### src/hdl/qdm_pkg.sv
// qdm_pkg: shared types and constants of the quoted delimiter masker
// used by qdm_cfg_regs, qdm_scan and quoted_delimiter_masker_unit; no dependencies
package qdm_pkg;

  localparam int MaxDelimitersDefault = 4;
  localparam int MaxDelimitersHw      = 4;
  localparam int AddrWidth            = 5;
  localparam int DataWidth            = 32;

  localparam logic [7:0] DQuote = 8'h22;
  localparam logic [7:0] SQuote = 8'h27;

  localparam logic [7:0] BeginAliasReset = 8'd254;
  localparam logic [7:0] EndAliasReset   = 8'd255;

  typedef enum logic [1:0] {
    MODE_OUT    = 2'd0,
    MODE_OPENED = 2'd1,
    MODE_IN     = 2'd2,
    MODE_THIRD  = 2'd3
  } mode_e;

  typedef enum logic [2:0] {
    REG_BEGIN_ALIAS = 3'd0,
    REG_END_ALIAS   = 3'd1,
    REG_DELIM_COUNT = 3'd2,
    REG_DELIM_A     = 3'd3,
    REG_DELIM_B     = 3'd4,
    REG_DELIM_C     = 3'd5,
    REG_DELIM_D     = 3'd6
  } reg_idx_e;

  typedef struct packed {
    logic [7:0] in_byte;
    logic       line_end;
  } in_t;

  typedef struct packed {
    logic [7:0] out_byte;
    logic       quote_error;
    logic       last;
  } out_t;

  typedef struct packed {
    logic [7:0] begin_alias;
    logic [7:0] end_alias;
    logic [2:0] delim_count;
  } cfg_t;

  typedef struct packed {
    logic  fire;
    logic  last;
    logic  err;
    mode_e mode;
  } scan_status_t;

endpackage

### src/hdl/qdm_cfg_regs.sv
// qdm_cfg_regs: apb register file for aliases, delimiter count and delimiters
// depends on qdm_pkg
module qdm_cfg_regs import qdm_pkg::*; #(
  parameter int MaxDelimiters = MaxDelimitersDefault
) (
  input  logic                                clk_i,
  input  logic                                rst_ni,
  input  logic                                psel,
  input  logic                                penable,
  input  logic                                pwrite,
  input  logic [AddrWidth-1:0]                paddr,
  input  logic [DataWidth-1:0]                pwdata,
  output logic [DataWidth-1:0]                prdata,
  output logic                                pready,
  output cfg_t                                cfg_o,
  output logic [MaxDelimiters-1:0][7:0]       delims_o
);

  logic [7:0]                    begin_alias_q;
  logic [7:0]                    end_alias_q;
  logic [2:0]                    delim_count_q;
  logic [MaxDelimiters-1:0][7:0] delim_q;
  logic                          wr_en;
  logic [2:0]                    idx;

  assign pready = 1'b1;
  assign wr_en  = psel && penable && pwrite;
  assign idx    = paddr[AddrWidth-1:2];

  always_ff @(posedge clk_i or negedge rst_ni) begin
    if (!rst_ni) begin
      begin_alias_q <= BeginAliasReset;
      end_alias_q   <= EndAliasReset;
      delim_count_q <= '0;
      delim_q       <= '0;
    end else if (wr_en) begin
      case (idx)
        REG_BEGIN_ALIAS: begin_alias_q <= pwdata[7:0];
        REG_END_ALIAS:   end_alias_q   <= pwdata[7:0];
        REG_DELIM_COUNT: delim_count_q <= pwdata[2:0];
        default: begin
          // delimiter slots beyond the built count are dropped
          for (int i = 0; i < MaxDelimiters; i++) begin
            if (idx == 3'(int'(REG_DELIM_A) + i)) begin
              delim_q[i] <= pwdata[7:0];
            end
          end
        end
      endcase
    end
  end

  always_comb begin
    prdata = '0;
    case (idx)
      REG_BEGIN_ALIAS: prdata[7:0] = begin_alias_q;
      REG_END_ALIAS:   prdata[7:0] = end_alias_q;
      REG_DELIM_COUNT: prdata[2:0] = delim_count_q;
      default: begin
        for (int i = 0; i < MaxDelimiters; i++) begin
          if (idx == 3'(int'(REG_DELIM_A) + i)) begin
            prdata[7:0] = delim_q[i];
          end
        end
      end
    endcase
  end

  assign cfg_o.begin_alias = begin_alias_q;
  assign cfg_o.end_alias   = end_alias_q;
  assign cfg_o.delim_count = delim_count_q;
  assign delims_o          = delim_q;

endmodule

### src/hdl/qdm_scan.sv
// qdm_scan: input register, quote scanning fsm with delimiter compare, result register
// depends on qdm_pkg
module qdm_scan import qdm_pkg::*; #(
  parameter int MaxDelimiters = MaxDelimitersDefault
) (
  input  logic                          clk_i,
  input  logic                          rst_ni,
  input  cfg_t                          cfg_i,
  input  logic [MaxDelimiters-1:0][7:0] delims_i,
  input  logic                          in_valid_i,
  output logic                          in_stall_o,
  input  in_t                           in_data_i,
  output logic                          out_valid_o,
  input  logic                          out_stall_i,
  output out_t                          out_data_o,
  output scan_status_t                  status_o
);

  logic       s1_valid_q;
  in_t        s1_data_q;
  logic       s2_valid_q;
  out_t       s2_data_q;
  mode_e      mode_q, mode_d;
  logic       kind_q, kind_d;
  logic       err_q, err_d;
  logic       err_new;
  logic       advance;
  logic [7:0] b;
  logic [7:0] o;
  logic [7:0] quote;
  logic [7:0] mapped;
  logic [2:0] n_eff;

  assign advance    = s1_valid_q && (!s2_valid_q || !out_stall_i);
  assign in_stall_o = s1_valid_q && !advance;

  always_ff @(posedge clk_i or negedge rst_ni) begin
    if (!rst_ni) begin
      s1_valid_q <= 1'b0;
    end else if (!in_stall_o) begin
      s1_valid_q <= in_valid_i;
    end
  end

  always_ff @(posedge clk_i) begin
    if (!in_stall_o && in_valid_i) begin
      s1_data_q <= in_data_i;
    end
  end

  // delimiter compare, lowest index wins
  assign n_eff = (cfg_i.delim_count > 3'(MaxDelimiters)) ? 3'(MaxDelimiters)
                                                         : cfg_i.delim_count;
  always_comb begin
    mapped = b;
    for (int i = MaxDelimiters - 1; i >= 0; i--) begin
      if (3'(i) < n_eff && b == delims_i[i]) begin
        mapped = 8'(i + 1);
      end
    end
  end

  assign b     = s1_data_q.in_byte;
  assign quote = kind_q ? SQuote : DQuote;

  always_comb begin
    o       = b;
    mode_d  = mode_q;
    kind_d  = kind_q;
    err_new = err_q;
    if (!err_q) begin
      case (mode_q)
        MODE_OUT: begin
          if (b == DQuote || b == SQuote) begin
            kind_d = (b == SQuote);
            o      = cfg_i.begin_alias;
            mode_d = MODE_OPENED;
          end
        end
        MODE_OPENED: begin
          if (b == quote) begin
            mode_d = MODE_THIRD;
          end else begin
            o      = mapped;
            mode_d = MODE_IN;
          end
        end
        MODE_IN: begin
          if (b == quote) begin
            o      = cfg_i.end_alias;
            mode_d = MODE_OUT;
          end else begin
            o = mapped;
          end
        end
        default: begin
          if (b == quote) begin
            o      = cfg_i.end_alias;
            mode_d = MODE_OUT;
          end else begin
            err_new = 1'b1;
          end
        end
      endcase
      // unclosed run at end of line
      if (s1_data_q.line_end && !err_new && mode_d != MODE_OUT) begin
        err_new = 1'b1;
      end
    end
    err_d = err_new;
    if (s1_data_q.line_end) begin
      mode_d = MODE_OUT;
      kind_d = 1'b0;
      err_d  = 1'b0;
    end
  end

  always_ff @(posedge clk_i or negedge rst_ni) begin
    if (!rst_ni) begin
      mode_q <= MODE_OUT;
      kind_q <= 1'b0;
      err_q  <= 1'b0;
    end else if (advance) begin
      mode_q <= mode_d;
      kind_q <= kind_d;
      err_q  <= err_d;
    end
  end

  always_ff @(posedge clk_i or negedge rst_ni) begin
    if (!rst_ni) begin
      s2_valid_q <= 1'b0;
    end else if (!s2_valid_q || !out_stall_i) begin
      s2_valid_q <= s1_valid_q;
    end
  end

  always_ff @(posedge clk_i) begin
    if (advance) begin
      s2_data_q.out_byte    <= o;
      s2_data_q.quote_error <= err_new;
      s2_data_q.last        <= s1_data_q.line_end;
    end
  end

  assign out_valid_o   = s2_valid_q;
  assign out_data_o    = s2_data_q;
  assign status_o.fire = advance;
  assign status_o.last = s1_data_q.line_end;
  assign status_o.err  = err_q;
  assign status_o.mode = mode_q;

endmodule

### src/hdl/quoted_delimiter_masker_unit.sv
// quoted_delimiter_masker_unit: top level of the quoted delimiter masker
// depends on qdm_pkg, qdm_cfg_regs and qdm_scan
//
//   channel  direction  handshake                 payload
//   in       sink       in_valid_i / in_stall_o   in_data_i  (in_t)
//   out      source     out_valid_o / out_stall_i out_data_o (out_t)
//   cfg      apb slave  psel, penable, pready     paddr, pwdata, prdata
//
// one byte a cycle sustained while the output is not stalled; input register then result register
// the scan state updates as an item leaves the input register, so items follow back to back
// a stalled output keeps its result; the input stalls only once both registers are full
// reset clears the scan state and loads the register reset values; no clearing pass
module quoted_delimiter_masker_unit import qdm_pkg::*; #(
  parameter int MaxDelimiters = MaxDelimitersDefault
) (
  input  logic                 clk_i,
  input  logic                 rst_ni,
  input  logic                 in_valid_i,
  output logic                 in_stall_o,
  input  in_t                  in_data_i,
  output logic                 out_valid_o,
  input  logic                 out_stall_i,
  output out_t                 out_data_o,
  input  logic                 psel,
  input  logic                 penable,
  input  logic                 pwrite,
  input  logic [AddrWidth-1:0] paddr,
  input  logic [DataWidth-1:0] pwdata,
  output logic [DataWidth-1:0] prdata,
  output logic                 pready
);

  cfg_t                          cfg;
  logic [MaxDelimiters-1:0][7:0] delims;
  scan_status_t                  status;

  qdm_cfg_regs #(
    .MaxDelimiters(MaxDelimiters)
  ) u_cfg (
    .clk_i   (clk_i),
    .rst_ni  (rst_ni),
    .psel    (psel),
    .penable (penable),
    .pwrite  (pwrite),
    .paddr   (paddr),
    .pwdata  (pwdata),
    .prdata  (prdata),
    .pready  (pready),
    .cfg_o   (cfg),
    .delims_o(delims)
  );

  qdm_scan #(
    .MaxDelimiters(MaxDelimiters)
  ) u_scan (
    .clk_i      (clk_i),
    .rst_ni     (rst_ni),
    .cfg_i      (cfg),
    .delims_i   (delims),
    .in_valid_i (in_valid_i),
    .in_stall_o (in_stall_o),
    .in_data_i  (in_data_i),
    .out_valid_o(out_valid_o),
    .out_stall_i(out_stall_i),
    .out_data_o (out_data_o),
    .status_o   (status)
  );

  // input back pressure only comes from a held result
  a_stall_cause: assert property (@(posedge clk_i) disable iff (!rst_ni)
    in_stall_o |-> (out_valid_o && out_stall_i))
    else $error("input stalled without a held result");

  // error flag only rises when an item leaves the input register
  a_err_on_fire: assert property (@(posedge clk_i) disable iff (!rst_ni)
    $rose(status.err) |-> $past(status.fire))
    else $error("error flag set without a transfer");

  // line end returns the scanner to its idle state
  a_line_clear: assert property (@(posedge clk_i) disable iff (!rst_ni)
    (status.fire && status.last) |=> (status.mode == MODE_OUT && !status.err))
    else $error("scan state not cleared after line end");

endmodule

### config.mk
export PLATFORM = sky130hd
export DESIGN_NAME = quoted_delimiter_masker_unit
export DESIGN_NICKNAME = d
export VERILOG_FILES = /design/src/hdl/qdm_pkg.sv /design/src/hdl/qdm_cfg_regs.sv /design/src/hdl/qdm_scan.sv /design/src/hdl/quoted_delimiter_masker_unit.sv
export SDC_FILE = /design/constraint.sdc
export NUM_CORES = 1
export LEC_CHECK = 0
export BUFFER_PORTS_ARGS = -buffer_cell sky130_fd_sc_hd__buf_2
export CAP_MARGIN = 20
export CORE_UTILIZATION = 55
export DETAILED_ROUTE_END_ITERATION = 12
export PLACE_DENSITY = 0.8
export SLEW_MARGIN = 0
export SYNTH_ARGS = -nofsm -noshare
export SYNTH_HDL_FRONTEND = slang
export SYNTH_SLANG_ARGS = --single-unit
### constraint.sdc
create_clock -name clk_i -period 5.72 [get_ports clk_i]
set_clock_uncertainty 0.2 [all_clocks]
set_input_delay 1.144 -clock clk_i [delete_from_list [all_inputs] [get_ports clk_i]]
set_output_delay 1.144 -clock clk_i [all_outputs]
set_load 0.05 [all_outputs]
# Yosys cells after proc, flatten, opt, wreduce, memory -nomap -nowiden
# Cells that the tools add are included.
[classes]
magnitude_cmp = 5
n_eq_ne = 16
mux = 35
bitwise = 1
n_reduce_logical = 34
[op_table]
columns = ["operator", "count"]
rows = [
  ["two-way mux 8 bit", 13],
  ["equality test 8 bit", 5],
  ["case mux 8 bit (3 select lines)", 1],
  ["equality test 8 x 6 -> 1 bit (second input constant)", 2],
  ["case mux 5 bit (3 select lines)", 1],
  ["AND reduction 3 bit", 4],
  ["logical AND 1 bit", 11],
  ["two-way mux 1 bit", 11],
  ["two-way mux 2 bit", 5],
  ["equality test 3 bit (second input constant)", 3],
  ["case mux 3 bit (3 select lines)", 1],
  ["AND reduction 2 bit", 4],
  ["equality test 3 x 2 -> 1 bit (second input constant)", 2],
  ["less-than comparator 1 x 3 -> 1 bit (first input constant)", 2],
  ["less-than comparator 2 x 3 -> 1 bit (first input constant)", 2],
  ["two-way mux 3 bit", 2],
  ["nonzero test 2 bit", 3],
  ["OR reduction 3 bit", 2],
  ["zero test 1 bit", 5],
  ["case mux 2 bit (2 select lines)", 1],
  ["AND reduction 4 bit", 1],
  ["equality test 3 x 1 -> 1 bit (second input constant)", 1],
  ["> comparator 3 bit (second input constant)", 1],
  ["zero test 3 bit", 1],
  ["other kinds (6)", 7],
]
[totals]
reg_bits = 76
in_bits = 53
out_inout_bits = 45
word_cells = 108

# Depth between registers and ports, before layout
[logic_depth]
ltp_word = 11
ltp_mapped = 9
depth_no_buf = 6

# Cells and area by module
# From an unflattened synthesis, not the netlist that was laid out.
[unflattened]
hier_cells = 422
hier_area_um2 = 4629.4
[modules_own_cells]
columns = ["module", "instances", "cells_each", "area_each_um2", "seq_area_each_um2"]
rows = [
  ["qdm_cfg_regs", 1, 217, 2721.4, 1295.0],
  ["qdm_scan", 1, 205, 1908.1, 720.7],
]

# Worst setup path after synthesis
# OpenSTA, ideal clock, no wires.
[synth_timing]
path_type = "input to output"
from = "in paddr[2]"
to = "out prdata[4]"
arrival_time_ns = 3.046
required_ns = 4.376
path_slack_ns = 1.330
stages = 7
n_path_buf = 3
cell_sequence = "clkbuf_1 -> buf_1 -> clkbuf_1 -> o21ai_0 -> nand2_1 -> o22ai_1 -> a21oi_1"
[synth_via]
elab_chain_len = 6
elab_cells_between_ends = 12
cone_classes = "eq/ne: 6; mux: 5; reduce/logical: 1"
[synth_lines]
columns = ["item", "line_no", "text"]
rows = [
  ["from (decl)", "quoted_delimiter_masker_unit.sv:27", "input logic [AddrWidth-1:0] paddr,"],
  ["equality test 3 x 2 -> 1 bit", "qdm_cfg_regs.sv:61", "if (idx == 3'(int'(REG_DELIM_A) + i)) begin"],
  ["two-way mux 8 bit (4 in a row)", "qdm_cfg_regs.sv:61", ""],
  ["case mux 5 bit (3 select lines) *", "qdm_cfg_regs.sv:55", "case (idx)"],
  ["to (decl)", "quoted_delimiter_masker_unit.sv:29", "output logic [DataWidth-1:0] prdata,"],
]
# Every way passes the cells marked *; elsewhere a longest branch is shown, timed or not.

# Final worst setup path
[layout_timing]
from = "in paddr[2]"
to = "out prdata[1]"
[layout_via]
elab_chain_len = 6
elab_cells_between_ends = 12
cone_classes = "eq/ne: 6; mux: 5; reduce/logical: 1"
[layout_lines]
columns = ["item", "line_no"]
rows = [
  ["equality test 3 x 2 -> 1 bit", "qdm_cfg_regs.sv:61"],
  ["two-way mux 8 bit (4 in a row)", "qdm_cfg_regs.sv:61"],
  ["case mux 3 bit (3 select lines) *", "qdm_cfg_regs.sv:55"],
]
# Marks and branches as above.

==> results.yml <==
layout:
  layout.nets: 530
  area.growth.synth_to_final_pct: 7.28
  seq_area_um2: 2020
  antennaDiodeCount: 0
  multiInputGateArea_um2: 2360
  fillCellCount: 688
  drive_above_1_share_pct: 30.7
  layoutNonFillerInstCount: 587
timing:
  finalSetupTns_ns: 0
  hold_viol: 0
  min_period_over_period_pct: 70.1
  grt_setup_unrepaired: "no"
  hold_slack_ns: 0.290
  setup_violations: 0
  final-max-slew-violation-count: 0
  worstMarginPinSlew_ns: 0.965
  slew_headroom_pct: 35.4
  min_period_ns: 4.01
  max_freq_mhz: 249
drt:
  vias_per_cell: 6.37
  final_antenna_net_count: 0
  drt_iter0_markers: 400
  firstDrtPassIters: 5
  drc: 0
  post_drt_wl_per_cell_um: 19.5
  vias: 3741
  routed_wl_um: 11400
setup_path:
  arrival_ns: 2.67
  slowest_stage: "buf_2"
  cp_max_fo: 27
  crit_path_start_kind: "input pin"
  endpoint_kind: "primary output"
  critical_path_class: "in -> out"
  cp.required_ns: 4.38
  slowest_delay_ns: 0.44
  critPathBufInv: 3
  path_cells: "buf_2 -> inv_1 -> nor2_1 -> a21oi_1 -> a21oi_1 -> buf_2"
  critPathTopFamily: "buffers and inverters"
logic_synthesis:
  ys_types: 63
  ys.flop_type: "dfrtp_1"
  ys_warn_count: 0
  synth.avg_cell_area_um2: 10.4
  synthCells: 446
  yosys_register_bits: 76
  async_flop_share_pct: 75.0
  syn_area_um2: 4660
  synth-edff-count: 19
  yosysSeqAreaShare_pct: 43.3
cts:
  cts_hold_buf: 0
  post_cts_resized: 0
  clkTransAtPathRegs_ns: 0.08
  htree_levels: 3
  clk_latency_ns: 0.35
  cts_made_buffers: 9
  cts_setup_buffers: 0
  ctsLongestPathBuffers: 2
  cts_tree: "built"
  cts_sinks: 76
  root_buffer: "clkbuf_8"
die:
  initial_core_util_pct: 56.7
  die_y_um: 94.0
  dieArea_um2: 8840
  rows: 33
  io_pins: 98
  fp.dieW_um: 94.0
  core_area_um2: 8220
global_route:
  grt_pass1_wl_um: 18300
  grt_max_degree: 58
  antenna_found_initial: 0
  grt-ovfl-total: 0
  grt.total_usage_pct: 28.0
  first_global_vias: 3551
placement:
  portBuffers: 46
  gp_congestion: 0.968
  dp.cells: 570
  dp_hpwl_um: 7960
power:
  power.density_nw_per_um2: 343
  leakagePower_uw: 0.00205
  vdd_drop_max_v: 0.000223
hold_path:
  hold_class: "reg -> reg"
run:
  cap_violations: 0
outcome:
  status: "finished clean"
[report_power, final]
| part | internal [µW] | switching (µW) | leakage, µW |
|---|---|---|---|
| logic | 203 | 306 | 0.00108 |
| clock network | 204 | 210 | 0.000100 |
| registers | 674 | 120 | 0.000869 |
[flip-flops by register name, summed over array words and instances (netlist names)]
name and flops:
u_cfg.begin_alias_q 8, u_cfg.end_alias_q 8, u_scan.out_valid_o 1, u_scan.s1_valid_q 1, u_scan.err_q 1, u_scan.kind_q 1, u_cfg.delims_o 32, u_scan.mode_q 2
u_scan.status_o 1, u_cfg.delim_count_q 3, u_scan.b 8, u_scan.out_data_o 10
[area by class of cell]
cell class / instances / area share, %
multi-input combinational: 329 / 47.2
sequential: 76 / 40.3
timing repair buffer: 48 / 4.91
tap: 105 / 2.63
clock buffer: 9 / 2.48
clock inverter: 7 / 1.48
inverter: 13 / 0.976
[layout by cell type, fill, tap and decap left out, drive strengths merged, types with 11 or more instances in the layout]
cell    Yosys  layout
xnor2      33      33
edfxtp     19      19
conb        2      25
o21ai      31      31
inv        13      15
nor2       21      21
nand2      36      36
dfstp      15      15
mux2       51      51
a21oi      30      30
o22ai      11      11
buf        37      48
dfrtp      42      42
[worst register-to-register path: stages, from the launching register on]
cell	delay (ns)
edfxtp_1	0.68
nor2b_1	0.58
o211a_4	0.38
mux2_1	0.34
a221oi_1	0.37
a21oi_1	0.12
a2bb2oi_1	0.15
[path summary, 6_finish.rpt]
check,slack (ns),depth (start not counted),from,to
min in group asynchronous,0.73,2,rst_ni,u_scan.mode_q[0]
worst min register to register,0.29,1,u_scan.s1_valid_q,u_scan.out_valid_o
worst max-delay path,1.71,6,paddr[2],prdata[1]
worst min-delay path,0.29,1,u_scan.s1_valid_q,u_scan.out_valid_o
worst max register to register,2.65,6,u_scan.b[1],u_scan.out_data_o[4]
max in group asynchronous,4.10,2,rst_ni,u_cfg.begin_alias_q[0]
[stage by stage]
| step | power [µW] | utilization [%] | area, µm² | setup WS [ns] |
|---|---|---|---|---|
| after floorplan | 1180 | - | 4750 | 1.33 |
| after global placement | 1270 | 58.3 | 4790 | 1.78 |
| after detailed placement | 1300 | 58.3 | 4790 | 1.77 |
| after CTS | 1710 | 60.7 | 4990 | 1.75 |
| after global routing | 1800 | 60.8 | 5000 | 1.57 |
| final | 1720 | 60.8 | 5000 | 1.71 |
[Yosys cell counts, types with 4 or more instances]
cell type / n / area share (%)
dfrtp_1: 42 / 23
nand2b_1: 4 / 0.54
buf_2: 5 / 0.54
nor2_1: 21 / 1.7
nand4_1: 8 / 1.1
a21oi_1: 29 / 3.1
mux2_2: 50 / 12
o21ai_0: 31 / 3.3
nand2_1: 36 / 2.9
buf_4: 27 / 4.4
edfxtp_1: 19 / 12
or3_1: 4 / 0.54
clkbuf_1: 14 / 1.1
mux2i_1: 4 / 0.86
o22ai_1: 11 / 1.5
nand3_1: 9 / 0.97
a31oi_1: 4 / 0.54
xnor2_1: 30 / 5.6
inv_1: 13 / 1.0
dfstp_2: 15 / 8.5
[cell families (layout without fill, tap and decap cells)]
family	after synthesis	count (layout)	synth area share (%)
xor gates and xnor gates	34	34	7.12
DFF	76	76	43.3
other	2	25	0.161
and+or+nand+nor	106	106	11.9
muxes	58	58	14.6
AOI/OAI and AO/OA	106	106	15.0
buffers and inverters	64	77	7.95
[metal layers]
| metal | vias to the layer above | track usage (%) | wire length [µm] |
|---|---|---|---|
| met1 | 1806 | 35.2 | 4570 |
| met2 | 252 | 45.2 | 5380 |
| met5 | - | 0 | 0 |
| met4 | 0 | 12.7 | 376 |
| met3 | 43 | 7.28 | 1120 |
| li1 | 1640 | - | - |
Note: power is estimated with default switching activity, not from simulation.
